$ cat src/rtl/dbbt_pkg.sv
// Shared types, widths and codes of the dirty-bucket bitmap tracker.
// Depends on nothing; the top level and dbbt_bitops use it.
`timescale 1ns / 1ps

package dbbt_pkg;

    // Tracked space and write length.
    localparam int TRACKED_ADDR_BITS = 20;
    localparam int MAX_WRITE_LEN     = 64;

    // Port widths of the request and result fields.
    localparam int ADDR_W = 20;
    localparam int LEN_W  = 7;

    // Bitmap geometry: one bit per 4-byte bucket, 32 buckets per word.
    localparam int BKT_SHIFT = 2;
    localparam int WORD_W    = 32;
    localparam int OFF_W     = 5;
    localparam int BUCKET_W  = TRACKED_ADDR_BITS - BKT_SHIFT;
    localparam int WIDX_W    = BUCKET_W - OFF_W;
    localparam int CURSOR_W  = BUCKET_W + 1;
    localparam int NUM_WORDS = 2 ** WIDX_W;
    localparam int SUM_W     = TRACKED_ADDR_BITS + 1;

    typedef logic [ADDR_W-1:0]            addr_t;
    typedef logic [TRACKED_ADDR_BITS-1:0] taddr_t;
    typedef logic [SUM_W-1:0]             sum_t;
    typedef logic [BUCKET_W-1:0]          bucket_t;
    typedef logic [CURSOR_W-1:0]          cursor_t;
    typedef logic [WIDX_W-1:0]            widx_t;
    typedef logic [WORD_W-1:0]            word_t;
    typedef logic [OFF_W-1:0]             off_t;

    // Cursor value one past the last bucket.
    localparam cursor_t CURSOR_END = {1'b1, {BUCKET_W{1'b0}}};

    typedef enum logic [1:0] {
        MODE_MARK    = 2'd0,
        MODE_FETCH   = 2'd1,
        MODE_RESTART = 2'd2,
        MODE_STATUS  = 2'd3
    } mode_t;

    typedef enum logic [2:0] {
        ST_CLEAR,
        ST_IDLE,
        ST_MARK0,
        ST_MARK1,
        ST_SCAN
    } state_t;

    // Controls from the sequencer to the word logic.
    typedef struct packed {
        off_t  first_off;
        off_t  last_off;
        logic  same_word;
        logic  scan_first;
        off_t  scan_off;
    } bitops_req_t;

    // Word logic results: mark masks and the scan hit.
    typedef struct packed {
        word_t mask0;
        word_t mask1;
        logic  hit;
        off_t  hit_idx;
    } bitops_res_t;

endpackage

$ cat src/rtl/dbbt_bitops.sv
// Word logic of the tracker: bucket masks for a mark and the lowest-set-bit search.
// Depends on dbbt_pkg.
`timescale 1ns / 1ps

module dbbt_bitops (
    input  dbbt_pkg::bitops_req_t req,
    input  dbbt_pkg::word_t       data,
    output dbbt_pkg::bitops_res_t res
);

    dbbt_pkg::word_t ones;
    dbbt_pkg::word_t upper;
    dbbt_pkg::word_t scan_mask;
    dbbt_pkg::word_t masked;
    dbbt_pkg::off_t  idx;

    assign ones  = '1;
    assign upper = ones >> (~req.last_off);

    // The first word runs from the first bucket up to the last one, or to the
    // top of the word when the range continues into the next word.
    assign res.mask0 = (ones << req.first_off) & (req.same_word ? upper : ones);
    assign res.mask1 = upper;

    assign scan_mask = req.scan_first ? (ones << req.scan_off) : ones;
    assign masked    = data & scan_mask;

    always_comb
    begin
        idx = '0;
        for (int i = dbbt_pkg::WORD_W - 1; i >= 0; i--)
        begin
            if (masked[i])
            begin
                idx = dbbt_pkg::off_t'(i);
            end
        end
    end

    assign res.hit     = masked != '0;
    assign res.hit_idx = idx;

endmodule
$ cat config.mk
export PLATFORM = sky130hd
export DESIGN_NAME = dbbt_bitops
export DESIGN_NICKNAME = d
export VERILOG_FILES = /design/src/rtl/dbbt_pkg.sv /design/src/rtl/dbbt_bitops.sv
export SDC_FILE = /design/constraint.sdc
export NUM_CORES = 1
export LEC_CHECK = 0
export BUFFER_PORTS_ARGS = -buffer_cell sky130_fd_sc_hd__buf_4
export CAP_MARGIN = 10
export CORE_ASPECT_RATIO = 1.5
export CORE_UTILIZATION = 39
export DETAILED_ROUTE_END_ITERATION = 12
export GPL_TIMING_DRIVEN = 0
export PLACE_DENSITY = 0.85
export SYNTH_ARGS = -nofsm -noshare
export SYNTH_HDL_FRONTEND = slang
export SYNTH_SLANG_ARGS = --single-unit
export TNS_END_PERCENT = 50
$ cat constraint.sdc
create_clock -name vclk -period 1.86
set_input_delay 0.279 -clock vclk [all_inputs]
set_output_delay 0.279 -clock vclk [all_outputs]
set_load 0.01 [all_outputs]
==> results.tsv <==
stage	metric	value	unit
power_and_ir_drop	p_seq_frac	0	
setup_path	crit_fanout	7	
global_routing	grt_pass1_wl	13.05	mm
timing	fin_crit	2.293	ns
cells_and_area	seq_area	0	um^2
cells_and_area	clkbuf_count	0	
routing	viasPerCell	6.572	
setup_path	crit_buf_inv	4	
routing	ant_nets	0	
setup_path	cpPeakStageDelay	0.42	ns
timing	rsz0062_at_grt	yes	
logic_synthesis	ys_warn_count	0	
floorplan	start_util	0.4140	
placed_design	place.detailed.hpwl	6.128	mm
cells_and_area	area_growth	77.94	%
setup_path	crit_top_cell	buf_4	
power_and_ir_drop	power_frac_comb	1.000	
power_and_ir_drop	power_density	276.3	nW/um^2
routing	wl	8.558	mm
timing	hold_viol	0	
floorplan	die_h	82.09	um
setup_path	cp-start-kind	primary input	
timing	max_freq	0.4361	GHz
worst_hold_path	hold_path.class	in -> out	
setup_path	crit_required	1.58	ns
routing	vias	3023	
routing	drt_iter0_drc	237	
floorplan	dieArea	4547	um^2
setup_path	crit_path_cell_trace	buf_6 > buf_8 > nor4_1 > o21ai_1 > buf_4 > o21ai_0 > a22oi_1 > o311ai_2 > o211ai_1 > buf_4	
power_and_ir_drop	intPower	385.0	uW
setup_path	arrival	2.01	ns
timing	setup_tns	-2.030	ns
timing	setup_viol	6	
logic_synthesis	avgSynthCellArea	5.771	um^2
floorplan	ioPinCount	119	
logic_synthesis	yosys-top-cells-count	o21ai_0 (34), nor2_1 (29), nand2_1 (24)	
setup_path	critPathKind	in -> out	
floorplan	fp-row-count	28	
cells_and_area	design_area	2968	um^2
timing	post-route-worst-setup-slack	-0.4330	ns
global_routing	grt_max_degree	12	
timing	report.final.slew_viol_count	0	
global_routing	grt_pass1_vias	2813	
logic_synthesis	synth_cell_type_count	53	
floorplan	core_area	4029	um^2
logic_synthesis	synth_area	1668	um^2
logic_synthesis	yosysSeqAreaShare	0	
global_routing	grt.total_usage	0.3445	
placed_design	gp_congestion	0.9489	
logic_synthesis	netlist.area_leader.share	0.1020	
floorplan	die_w	55.40	um
logic_synthesis	syn_inst	289	
job	cap_violations	0	
timing	holdWs	0.7354	ns
cells_and_area	drive_above_1_share	0.4386	
run_status	status	finished with violations	
timing	timing.final.crit_share	1.233	
setup_path	crit_family	compound AO/OA/AOI/OAI gates	
run_status	violations	setup timing	
power_and_ir_drop	swShare	0.5304	
setup_path	end_kind	output port	
power_and_ir_drop	power.switching	434.8	uW
cells_and_area	nFillCells	344	
setup_path	cp_slowest_cell	nor4_1	
cells_and_area	nNetsFinal	466	
logic_synthesis	synth_area_leaders	o21ai_0 (10%), o21a_1 (9.9%), nor2_1 (6.5%)	
routing	routedWlPerCell	18.60	um
routing	route.detailed.drc	0	
placed_design	port_buffers	113	
power_and_ir_drop	clkPwrFrac	0	
cells_and_area	seq_cell_count	0	
placed_design	dpl_cell_area	2605	um^2
global_routing	antenna_found_initial	0	
logic_synthesis	synth_top_area_cell	o21ai_0	
logic_synthesis	synth_most_common_cell	o21ai_0	
power_and_ir_drop	vdd_ir_drop_max	0.1906	mV
cells_and_area	diodes	0	
clock_tree	holdBufCountCts	0	
power_and_ir_drop	p_leak	1.304	nW
logic_synthesis	synth.net_count	338	
global_routing	globalRouteOverflowTotal	0	
routing	dr.pass1.iters	5	
-- power by group through the flow --
stage	logic (mW)	clock network [mW]	registers [mW]
2_1_floorplan	0.377	0	0
3_3_place_gp	0.685	0	0
3_5_place_dp	0.691	0	0
4_1_cts	0.751	0	0
5_1_grt	0.874	0	0
6_report	0.820	0	0
-- cell usage in the layout, fill, tap and decap left out, types with 6 or more instances in the layout --
cell type and instances:
a211oi_1 6, a21o_1 7, a21oi_1 14, a31oi_1 7, buf_4 122, buf_6 8, clkbuf_1 8, inv_1 9
nand2_1 20, nand2b_1 7, nand3_1 9, nor2_1 26, o211ai_1 8, o21a_1 22, o21ai_0 18, o21ai_1 14
or3_1 6
-- final timing paths --
| check | start | end | slack, ns | cells past startpoint |
|---|---|---|---|---|
| max | req[0] | res[0] | -0.43 | 10 |
| min | req[11] | res[22] | 0.74 | 2 |
-- final cells by class --
class / instances / area, um^2 / area share
Timing Repair Buffer: 127 / 998.5 / 0.3364
Tap cell: 45 / 56.30 / 0.01897
Inverter: 10 / 37.54 / 0.01265
Buffer: 26 / 197.7 / 0.06661
Multi-Input combinational cell: 252 / 1678 / 0.5653
-- through the flow --
stage          power, mW  cells    util  setup slack, ns
4_1_cts           0.7505    454  0.6991          -0.2661
2_1_floorplan     0.3770    289       -         -0.03564
3_5_place_dp      0.6909    447  0.6466          -0.7121
5_1_grt           0.8739    460  0.7366          -0.5004
3_3_place_gp      0.6849    447  0.6466          -0.7003
6_report          0.8199    460  0.7366          -0.4330
-- kinds of logic (layout without fill, tap and decap cells) --
group / Yosys count / count (layout) / share of synthesized area
buf+inv: 37 / 163 / 0.09977
fa+ha+maj: 2 / 2 / 0.01200
compound gates: 136 / 136 / 0.5446
simple gates: 113 / 113 / 0.3413
other cells: 1 / 1 / 0.002248
-- per-layer routing --
| metal | global-route usage | wire, um | share of wire | vias up |
|---|---|---|---|---|
| met5 | 0 | 0 | 0 | - |
| met4 | 0.1375 | 318 | 0.037 | 0 |
| met3 | 0.04361 | 834 | 0.097 | 37 |
| met2 | 0.6783 | 4399 | 0.51 | 266 |
| met1 | 0.3705 | 3005 | 0.35 | 1368 |
| li1 | - | - | - | 1352 |
-- repair_timing --
item / CTS / global route
pin swaps: 21 / 14
gates cloned: 1 / 1
setup endpoints to repair: 15 / 12
setup buffers: 7 / 5
gates resized for setup: 56 / 26
Power figures use the tool's default switching activity.
